<file path="src/rtl/oidp_pkg.sv">
// Shared types and constants for the dotted object identifier text parser.
// Used by oidp_step, oidp_rfifo and oid_dotted_text_parser_core; no dependencies.
package oidp_pkg;

	localparam int unsigned MAX_SUBIDS = 128;
	localparam int unsigned CNT_W      = 7;   // completed-subidentifier count, at most 127
	localparam int unsigned RQ_DEPTH   = 4;   // result queue entries
	localparam int unsigned RQ_PTR_W   = 2;
	localparam int unsigned RQ_CNT_W   = 3;

	localparam logic [7:0] CH_DOT   = 8'h2E;
	localparam logic [7:0] CH_COLON = 8'h3A;
	localparam logic [7:0] CH_X     = 8'h78;
	localparam logic [7:0] CH_ZERO  = 8'h30;
	localparam logic [7:0] CH_NINE  = 8'h39;
	localparam logic [7:0] CH_LA    = 8'h61;
	localparam logic [7:0] CH_LF    = 8'h66;
	localparam logic [7:0] CH_UA    = 8'h41;
	localparam logic [7:0] CH_UF    = 8'h46;

	localparam logic [7:0] MAX_SUBIDS_RST = 8'(MAX_SUBIDS);
	localparam logic [7:0] MIN_SUBIDS     = 8'd2;

	typedef enum logic [2:0] {
		ST_OK        = 3'd0,
		ST_BAD_CHAR  = 3'd1,
		ST_TOO_LONG  = 3'd2,
		ST_TOO_SHORT = 3'd3,
		ST_FIRST_ARC = 3'd4
	} status_t;

	typedef struct packed {
		logic [31:0]      accum;
		logic [CNT_W-1:0] count;
		logic             hex;
		logic             after_dot;
		logic             dot_zero;
		logic             first_over;
		status_t          err;
	} parse_state_t;

	typedef struct packed {
		logic [31:0]      value;
		logic [CNT_W-1:0] index;
		logic             valid;
		logic             eoo;
		status_t          status;
	} result_t;

endpackage

</file>
<file path="src/rtl/oidp_step.sv">
// Next-state and result logic for one character of the parser.
// Purely combinational; depends on oidp_pkg.
module oidp_step (
	input  oidp_pkg::parse_state_t st,
	input  logic [7:0]             ch,
	input  logic                   last,
	input  logic [7:0]             lim,
	output oidp_pkg::parse_state_t nxt,
	output oidp_pkg::result_t      res_a,
	output oidp_pkg::result_t      res_b,
	output logic [1:0]             n_res
);
	import oidp_pkg::*;

	logic             is_sep;
	logic             is_x;
	logic             dig_ok;
	logic [3:0]       dig;
	logic             sep_emit;
	parse_state_t     mid;
	result_t          sep_res;
	result_t          fin_res;
	logic             fin_over;
	logic [CNT_W:0]   cnt_p2;

	always_comb begin
		dig_ok = 1'b0;
		dig    = 4'd0;
		if (ch >= CH_ZERO && ch <= CH_NINE) begin
			dig_ok = 1'b1;
			dig    = 4'(ch - CH_ZERO);
		end else if (st.hex && ch >= CH_LA && ch <= CH_LF) begin
			dig_ok = 1'b1;
			dig    = 4'(ch - CH_LA + 8'd10);
		end else if (st.hex && ch >= CH_UA && ch <= CH_UF) begin
			dig_ok = 1'b1;
			dig    = 4'(ch - CH_UA + 8'd10);
		end
	end

	assign is_sep = (ch == CH_DOT) || (ch == CH_COLON);
	assign is_x   = (ch == CH_X) && st.dot_zero;
	assign cnt_p2 = {1'b0, st.count} + (CNT_W+1)'(2);

	always_comb begin
		mid      = st;
		sep_emit = 1'b0;
		sep_res  = '{value: st.accum, index: st.count, valid: 1'b1, eoo: 1'b0, status: ST_OK};
		if (st.err == ST_OK) begin
			priority if (is_sep) begin
				sep_emit = 1'b1;
				if (st.count == '0)
					mid.first_over = (st.accum > 32'd2);
				if (cnt_p2 > lim)
					mid.err = ST_TOO_LONG;
				else
					mid.count = st.count + CNT_W'(1);
				mid.accum     = '0;
				mid.hex       = (ch == CH_COLON);
				mid.after_dot = (ch == CH_DOT);
				mid.dot_zero  = 1'b0;
			end else if (is_x) begin
				mid.hex       = 1'b1;
				mid.after_dot = 1'b0;
				mid.dot_zero  = 1'b0;
			end else if (!dig_ok) begin
				mid.err = ST_BAD_CHAR;
			end else begin
				mid.dot_zero  = st.after_dot && (ch == CH_ZERO);
				mid.after_dot = 1'b0;
				if (st.hex)
					mid.accum = {st.accum[27:0], dig};
				else
					mid.accum = (st.accum << 3) + (st.accum << 1) + {28'd0, dig};
			end
		end
	end

	// The final result: the open subidentifier with a status, or the latched error alone.
	always_comb begin
		fin_over = (mid.count == '0) ? (mid.accum > 32'd2) : mid.first_over;
		if (mid.err == ST_OK) begin
			fin_res.value = mid.accum;
			fin_res.index = mid.count;
			fin_res.valid = 1'b1;
			fin_res.eoo   = 1'b1;
			if (mid.count == '0)
				fin_res.status = ST_TOO_SHORT;
			else if (fin_over)
				fin_res.status = ST_FIRST_ARC;
			else
				fin_res.status = ST_OK;
		end else begin
			fin_res = '{value: '0, index: '0, valid: 1'b0, eoo: 1'b1, status: mid.err};
		end
	end

	always_comb begin
		nxt   = last ? parse_state_t'('0) : mid;
		res_a = sep_emit ? sep_res : fin_res;
		res_b = fin_res;
		n_res = 2'({1'b0, sep_emit} + {1'b0, last});
	end

endmodule

</file>
<file path="src/rtl/oidp_rfifo.sv">
// Small result queue that takes up to two results per cycle and gives one.
// Depends on oidp_pkg.
module oidp_rfifo (
	input  logic              clk,
	input  logic              arst_n,
	input  logic [1:0]        push_n,
	input  oidp_pkg::result_t push_a,
	input  oidp_pkg::result_t push_b,
	output logic              room,
	output logic              out_valid,
	input  logic              out_ready,
	output oidp_pkg::result_t out_res
);
	import oidp_pkg::*;

	result_t             mem [RQ_DEPTH];
	logic [RQ_PTR_W-1:0] wr_q;
	logic [RQ_PTR_W-1:0] rd_q;
	logic [RQ_CNT_W-1:0] cnt_q;
	logic                pop;

	assign out_valid = (cnt_q != '0);
	assign out_res   = mem[rd_q];
	assign pop       = out_valid && out_ready;
	// Room for the worst case of two results, judged on the registered fill level.
	assign room      = (cnt_q <= RQ_CNT_W'(RQ_DEPTH - 2));

	always_ff @(posedge clk) begin
		if (push_n != 2'd0)
			mem[wr_q] <= push_a;
		if (push_n == 2'd2)
			mem[wr_q + RQ_PTR_W'(1)] <= push_b;
	end

	always_ff @(posedge clk or negedge arst_n) begin
		if (!arst_n) begin
			wr_q  <= '0;
			rd_q  <= '0;
			cnt_q <= '0;
		end else begin
			wr_q  <= wr_q + RQ_PTR_W'(push_n);
			if (pop)
				rd_q <= rd_q + RQ_PTR_W'(1);
			cnt_q <= cnt_q + RQ_CNT_W'(push_n) - RQ_CNT_W'(pop);
		end
	end

	a_no_overflow: assert property (@(posedge clk) disable iff (!arst_n)
		cnt_q <= RQ_CNT_W'(RQ_DEPTH))
		else $error("result queue overfilled");

	a_push_needs_room: assert property (@(posedge clk) disable iff (!arst_n)
		(push_n != 2'd0) |-> room)
		else $error("results pushed without room");

	a_fill_tracks: assert property (@(posedge clk) disable iff (!arst_n)
		(push_n == 2'd0 && !pop) |=> $stable(cnt_q))
		else $error("fill level moved without a push or pop");

endmodule

</file>
<file path="src/rtl/oid_dotted_text_parser_core.sv">
// Top level of the dotted object identifier text parser: input register,
// parser state, limit register and result queue. Depends on oidp_pkg,
// oidp_step and oidp_rfifo.
//
//  channel   | direction | tdata / data              | tuser        | tlast
//  s_axis    | in        | [7:0] text_char           | -            | is_last
//  m_axis    | out       | [31:0] subid_value,       | subid_valid  | end_of_oid
//            |           | [38:32] subid_index,      |              |
//            |           | [41:39] parse_status      |              |
//  cfg       | in        | [7:0] max_subids          | -            | -
//
// One character is taken per cycle into the input register while the queue has room.
// It is parsed once the queue has room, and its results (none, one, or two for a
// trailing separator) enter a four-entry queue. The output gives one result per cycle
// while m_axis_tready is high. Reset clears the parser state and sets the limit to
// 128. A held character waits while three or more results are queued, so a stalled
// output stops the input once three results wait.
module oid_dotted_text_parser_core (
	input  logic        clk,
	input  logic        arst_n,
	input  logic        s_axis_tvalid,
	output logic        s_axis_tready,
	input  logic [7:0]  s_axis_tdata,   // [7:0] text_char
	input  logic        s_axis_tlast,
	output logic        m_axis_tvalid,
	input  logic        m_axis_tready,
	output logic [47:0] m_axis_tdata,   // [31:0] subid_value, [38:32] subid_index,
	                                    // [41:39] parse_status, [47:42] zero
	output logic        m_axis_tuser,   // [0] subid_valid
	output logic        m_axis_tlast,
	input  logic        cfg_valid,
	output logic        cfg_ready,
	input  logic [7:0]  cfg_data
);
	import oidp_pkg::*;

	logic         valid_s1;
	logic [7:0]   char_s1;
	logic         last_s1;
	logic         take;
	logic         room;
	logic [7:0]   max_subids_q;
	logic [7:0]   lim;
	parse_state_t st_q;
	parse_state_t st_nxt;
	result_t      res_a;
	result_t      res_b;
	result_t      out_res;
	logic [1:0]   n_res;
	logic [1:0]   push_n;

	assign cfg_ready = 1'b1;

	always_ff @(posedge clk or negedge arst_n) begin
		if (!arst_n)
			max_subids_q <= MAX_SUBIDS_RST;
		else if (cfg_valid && cfg_ready)
			max_subids_q <= cfg_data;
	end

	always_comb begin
		if (max_subids_q < MIN_SUBIDS)
			lim = MIN_SUBIDS;
		else if (max_subids_q > MAX_SUBIDS_RST)
			lim = MAX_SUBIDS_RST;
		else
			lim = max_subids_q;
	end

	assign take          = valid_s1 && room;
	assign s_axis_tready = !valid_s1 || take;

	always_ff @(posedge clk or negedge arst_n) begin
		if (!arst_n)
			valid_s1 <= 1'b0;
		else if (s_axis_tvalid && s_axis_tready)
			valid_s1 <= 1'b1;
		else if (take)
			valid_s1 <= 1'b0;
	end

	always_ff @(posedge clk) begin
		if (s_axis_tvalid && s_axis_tready) begin
			char_s1 <= s_axis_tdata;
			last_s1 <= s_axis_tlast;
		end
	end

	oidp_step u_step (
		.st    (st_q),
		.ch    (char_s1),
		.last  (last_s1),
		.lim   (lim),
		.nxt   (st_nxt),
		.res_a (res_a),
		.res_b (res_b),
		.n_res (n_res)
	);

	always_ff @(posedge clk or negedge arst_n) begin
		if (!arst_n)
			st_q <= '0;
		else if (take)
			st_q <= st_nxt;
	end

	assign push_n = take ? n_res : 2'd0;

	oidp_rfifo u_rfifo (
		.clk       (clk),
		.arst_n    (arst_n),
		.push_n    (push_n),
		.push_a    (res_a),
		.push_b    (res_b),
		.room      (room),
		.out_valid (m_axis_tvalid),
		.out_ready (m_axis_tready),
		.out_res   (out_res)
	);

	assign m_axis_tdata = {6'd0, out_res.status, out_res.index, out_res.value};
	assign m_axis_tuser = out_res.valid;
	assign m_axis_tlast = out_res.eoo;

	// Once an error is latched, only the status-only final result may follow.
	a_err_silent: assert property (@(posedge clk) disable iff (!arst_n)
		(take && st_q.err != ST_OK) |-> (n_res == 2'd0 || (!res_a.valid && res_a.eoo)))
		else $error("subidentifier emitted after an error");

	a_status_only_final: assert property (@(posedge clk) disable iff (!arst_n)
		(m_axis_tvalid && !m_axis_tuser) |-> (m_axis_tlast && out_res.status != ST_OK))
		else $error("status-only result that is not a final error");

	a_held_char: assert property (@(posedge clk) disable iff (!arst_n)
		(valid_s1 && !take) |=> (valid_s1 && $stable(char_s1) && $stable(last_s1)))
		else $error("held character lost while stalled");

	a_clear_after_last: assert property (@(posedge clk) disable iff (!arst_n)
		(take && last_s1) |=> (st_q == parse_state_t'('0)))
		else $error("parser state not cleared after the final character");

endmodule

</file>
<file path="config.mk">
export PLATFORM = sky130hd
export DESIGN_NAME = oid_dotted_text_parser_core
export DESIGN_NICKNAME = d
export VERILOG_FILES = /design/src/rtl/oidp_pkg.sv /design/src/rtl/oidp_step.sv /design/src/rtl/oidp_rfifo.sv /design/src/rtl/oid_dotted_text_parser_core.sv
export SDC_FILE = /design/constraint.sdc
export NUM_CORES = 1
export LEC_CHECK = 0
export BUFFER_PORTS_ARGS = -buffer_cell sky130_fd_sc_hd__buf_2
export CAP_MARGIN = 15
export CORE_MARGIN = 5
export CORE_UTILIZATION = 63
export CTS_CLUSTER_SIZE = 8
export DETAILED_ROUTE_END_ITERATION = 8
export PLACE_DENSITY = 0.81
export SYNTH_ARGS = -nofsm -noshare
export SYNTH_HDL_FRONTEND = slang
export SYNTH_HIERARCHICAL = 1
export SYNTH_SLANG_ARGS = --single-unit
</file>
<file path="constraint.sdc">
create_clock -name clk -period 8.6 [get_ports clk]
set_clock_uncertainty 0.2 [all_clocks]
set_input_delay 0.86 -clock clk [delete_from_list [all_inputs] [get_ports clk]]
set_output_delay 0.86 -clock clk [all_outputs]
set_load 0.005 [all_outputs]
</file>
After elaboration in Yosys (flattened, before gate mapping)
Memory sizes are Yosys's and may differ from the RTL's.
Index checks and enable logic that the tools add are counted.

storage, ports and cells
  memories kept = 1
  register bits = 71
  bits of input ports = 22
  RAM bits = 176
  bits in read-only memories = 0
  word-level logic and storage cells = 112
  latch bits = 0

cells by class
  bitwise gates (word level) = 0
  divide/modulo/power cells = 0
  eq/ne operators = 5
  magnitude comparators = 12
  mux-type cells = 40
  $add $sub $neg = 15
  multiply operators = 0
  shifts and indexed selects = 0
  reduce and logical (&&, ||, !) cells = 25

memory list
  memory       depth  width  rd ports  clocked after Yosys merged registers in  wr ports  line              source
  u_rfifo.mem  4      44     1         0                                        2         oidp_rfifo.sv:16  result_t mem [RQ_DEPTH];

operator list
  cell                                                            count
  2-to-1 mux 32 bit                                               4
  2-to-1 mux 46 bit                                               2
  2-to-1 mux 44 bit                                               2
  greater-than comparator 32 x 2 -> 1 bit, second input constant  2
  adder 32 bit                                                    1
  adder 32 x 4 -> 32 bit                                          1
  equality test 8 x 6 -> 1 bit, second input constant             3
  2-to-1 mux 3 bit                                                7
  >= comparator 8 x 7 -> 1 bit, second input constant             2
  <= comparator 8 x 7 -> 1 bit, second input constant             2
  2-to-1 mux 8 bit                                                2
  2-to-1 mux 1 bit                                                15
  logical NOT 7 bit                                               2
  2-to-1 mux 7 bit                                                2
  2-to-1 mux 4 bit                                                3
  subtractor 4 x 1 -> 4 bit, second input constant                3
  logical AND 1 bit                                               10
  adder 4 bit, second input constant                              2
  adder 7 x 2 -> 8 bit, second input constant                     1
  equality test 8 x 7 -> 1 bit, second input constant             1
  >= comparator 8 x 6 -> 1 bit, second input constant             1
  greater-than comparator 8 bit                                   1
  greater-than comparator 8 bit, second input constant            1
  <= comparator 8 x 6 -> 1 bit, second input constant             1
  other kinds (17)                                                26

Longest topological paths before layout
  word-level depth = 18
  gate-level depth with buffers = 21
  depth with buffers taken out = 21

Modules after synthesis
Netlist, hierarchy kept.

by module, submodules not included
  module                       area each (µm²)  cells each  instances  sequential area each (µm²)
  oidp_rfifo                   8936.1           465         1          5460.2
  oidp_step                    4359.2           664         1          0.0
  oid_dotted_text_parser_core  2671.3           149         1          1647.8

Least setup slack after synthesis
No wires, ideal clock.

  path kind = flip-flop to flip-flop
  start point = reg st_q[0] (netlist name)
  end point = mem u_rfifo/mem[0][0] (netlist name) (enable)
  stages on the path, launching flop included = 12
  slack = 2.418 ns
  arrival time = 5.475 ns
  cell sequence = dfrtp_1 > or3_1 > buf_2 > or3_1 > buf_2 > inv_2 > clkbuf_1 > ha_1 > and3_2 > buf_2 > o21bai_1 > o21ai_0

RTL lines
  item                    line                                source
  from (decl)             oid_dotted_text_parser_core.sv:44   parse_state_t st_q;
  from (signal assigned)  oid_dotted_text_parser_core.sv:104  st_q <= st_nxt;
  to (decl)               oidp_rfifo.sv:16

==> results.md <==
* Int Power at 2740 uW
* Setup bufs post-CTS at 0
* Net Sw Frac at 0.311
* Critical Path Fanout Max at 6
* Port-buffer cells at 67
* Layout cells sized above 1 at 0.321
* WL per Instance at 22.6 um
* Fin crit period at 5950 ps
* Std cell rows at 58
* Worst EP required at 8660 ps
* CP arrival at 6010 ps
* Power density cells at 227 nW/um^2
* Clock share of power at 0.334
* Post-DRT Antenna Nets at 0
* Final worst slack at 2650 ps
* Status: finished clean
* Met2 routed WL at 18,200 um
* EDFF count, synth at 185
* Antenna violations before repair at 0
* Min-Delay Path Class: register to register
* Critical Path Max Stage Delay at 790 ps
* Reg clk slew, reported paths at 50 ps
* Buf/Inv on CP at 2
* Total gr overflow at 0
* Startpoint types: register
* Storage cell area at 7110 um^2
* Initial Utilization at 0.638
* RSZ-0062 raised after global routing: false
* Root Buffer: clkbuf_16
* Dpl ws at 2780 ps
* Non-filler cells, final at 1,685
* Yosys cell types at 90
* Metal3 WL at 2700 um
* CTS sink cnt at 247
* Setup-failing EPs final at 0
* CTS tree: yes
* Gr usage total at 0.268
* H-tree level count at 2
* Setup TNS at 0 ps
* Synth Instances at 1,278
* CP top delay family: compound AO/OA/AOI/OAI gates
* CTS max path bufs at 3
* Core area at 25,000 um^2
* Peak VDD IR at 0.229 mV
* Ant diodes at 0
* FF+latch count, synth at 247
* Max Used Layer: met4
* Synth warn at 6
* DR DRC count at 0
* Cts bufs inserted at 37
* Synthesized area per cell at 12.5 um^2
* Inst Count DP at 1,617
* Psw at 1240 uW
* Sequential power share at 0.384
* Final Cell Area at 17,500 um^2
* Final Slew Violations at 0
* Iter 0 DRT Violations at 1,017
* Async set-reset flop share out of synthesis at 0.251
* Hold Buf Count CTS at 0
* Met1 WL at 16,300 um
* CP Cell Sequence: inv_1 > ha_1 > o21bai_1 > a2111oi_2 > o21ai_0 > o21ai_0 > ha_1 > ha_1 > inv_1 > fa_1 > nor2b_1 > o211ai_1 > a31oi_1 > o21bai_1 > a2111oi_0 > nor2b_1 > xnor2_1 > a222oi_1 > o21ai_1 > mux2_2
* Final net count at 1,430
* Die area at 28,600 um^2
* Vias in the first global route at 11,300
* Top_reg_cell synth: edfxtp_1
* Pin count of the biggest net entering global routing at 63
* Critical path class: register to register
* First-pass iteration count of the detailed router at 6
* Routability congestion estimate at 0.919
* Dpl hpwl at 23,700 um
* Fillers at 1,751
* Avg Vias per Cell at 6.52
* Die extent in x at 169 um
* Via count at 11,000
* Area occupied by multi-input gates at 8320 um^2
* Worst slew pin tran at 1160 ps
* Ports at 75
* Placed cell area at 16,400 um^2
* Worst setup EP type: register
* P&R area growth vs syn at 9.59%
* Die H at 169 um
* Combinational group share of total power at 0.282
* Sequential share of the synthesized area at 0.445
* Pleak at 0.00723 uW
* Final Hold Fails at 0
* Slowest cell on the critical path: a2111oi_0
* Synthesized cell area at 16,000 um^2
* Most frequent cell on the critical path: ha_1
* Post_cts resized at 0
* Max Freq at 168 MHz
* Slew Limit Headroom at 0.226
* First-pass GRT wire length at 61,300 um
* Part of the cycle the worst path needs at 0.692
* Clock insertion delay at the later pin of the skew report at 520 ps
* Final WL at 38,000 um
* Max_cap viols at 0
==> metal layers <==
layer  vias up  track usage
li1       4987            -
met1      5487        0.371
met2       437        0.436
met3        74       0.0519
met4         0       0.0770
met5         -            0
==> cell usage in the layout, fill, tap and decap left out, types with 18 or more instances in the layout <==
master and instances:
buf_2 67, inv_1 29, a21o_1 27, clkbuf_1 27, a21oi_1 46, xnor2_1 26
edfxtp_1 185, mux2_2 180, nand2_1 63, o21ai_0 37, mux2_4 50, mux4_2 44
clkbuf_16 37, xor2_1 18, nor2_1 97, nor3_1 22, ha_1 79, dfrtp_1 59
==> power groups by stage <==
stage,sequential [uW],combinational [uW],clock [uW]
CTS,1530,1140,1350
finish,1530,1120,1330
detailed placement,1550,1130,0
global route,1540,1210,1410
floorplan,1510,827,0
global placement,1540,1110,0
==> sequential cells by signal (all words and copies together), names as in the netlist <==
| signal | flops |
|---|---|
| char_s1 | 8 |
| u_rfifo/wr_q | 2 |
| u_rfifo/cnt_q | 3 |
| u_rfifo/rd_q | 2 |
| last_s1 | 1 |
| valid_s1 | 1 |
| max_subids_q | 8 |
| st_q | 46 |
| u_rfifo/mem | 176 |
==> Yosys cell counts, types with 27 or more instances <==
| cell | count | area, um^2 |
|---|---|---|
| a21oi_1 | 46 | 230 |
| nand2_1 | 63 | 236 |
| inv_1 | 29 | 109 |
| mux2_4 | 50 | 751 |
| o21ai_0 | 38 | 190 |
| dfrtp_1 | 61 | 1530 |
| mux2_2 | 180 | 2030 |
| nor2_1 | 99 | 372 |
| ha_1 | 79 | 988 |
| a21o_1 | 27 | 203 |
| edfxtp_1 | 185 | 5560 |
| clkbuf_1 | 28 | 105 |
| mux4_2 | 44 | 991 |
==> logic make-up after synthesis <==
| logic type | Yosys count | synth area share |
|---|---|---|
| compound gates | 217 | 0.0933 |
| xor+xnor | 44 | 0.0241 |
| fa+ha+maj | 82 | 0.0657 |
| buf+inv | 111 | 0.0383 |
| flops | 247 | 0.445 |
| mux | 278 | 0.239 |
| other cells | 3 | 0.000705 |
| simple gates | 296 | 0.0941 |
==> per-stage QoR <==
step	total power (uW)	hold WS, ps	util
2_1_floorplan	2340	273	-
3_3_place_gp	2650	284	0.656
3_5_place_dp	2680	294	0.656
4_1_cts	4020	304	0.699
5_1_grt	4160	317	0.699
6_report	3980	306	0.699
==> layout make-up <==
type                    instances  area share
well taps                     330      0.0236
repair buffers                 84      0.0265
multi-input cells             925       0.475
inverters                      31     0.00665
flip-flops and latches        247       0.406
clock inverters                 4     0.00286
clock buffers                  64      0.0587
==> worst paths after layout <==
path,startpoint,end,slack [ps],cells past startpoint
min in group asynchronous,arst_n,st_q[21]$_DFFE_PN0N_,360,2
min reg2reg,max_subids_q[0]$_DFFE_PN0P_,max_subids_q[0]$_DFFE_PN0P_,310,1
max in group asynchronous,arst_n,u_rfifo/rd_q[1]$_DFFE_PN0P_,7180,2
max,char_s1[0]$_DFFE_PP_,u_rfifo/mem[3][36]$_DFFE_PP_,2650,20
max reg2reg,char_s1[0]$_DFFE_PP_,u_rfifo/mem[3][36]$_DFFE_PP_,2650,20
min,max_subids_q[0]$_DFFE_PN0P_,max_subids_q[0]$_DFFE_PN0P_,310,1
(Power assumes the default switching activity.)
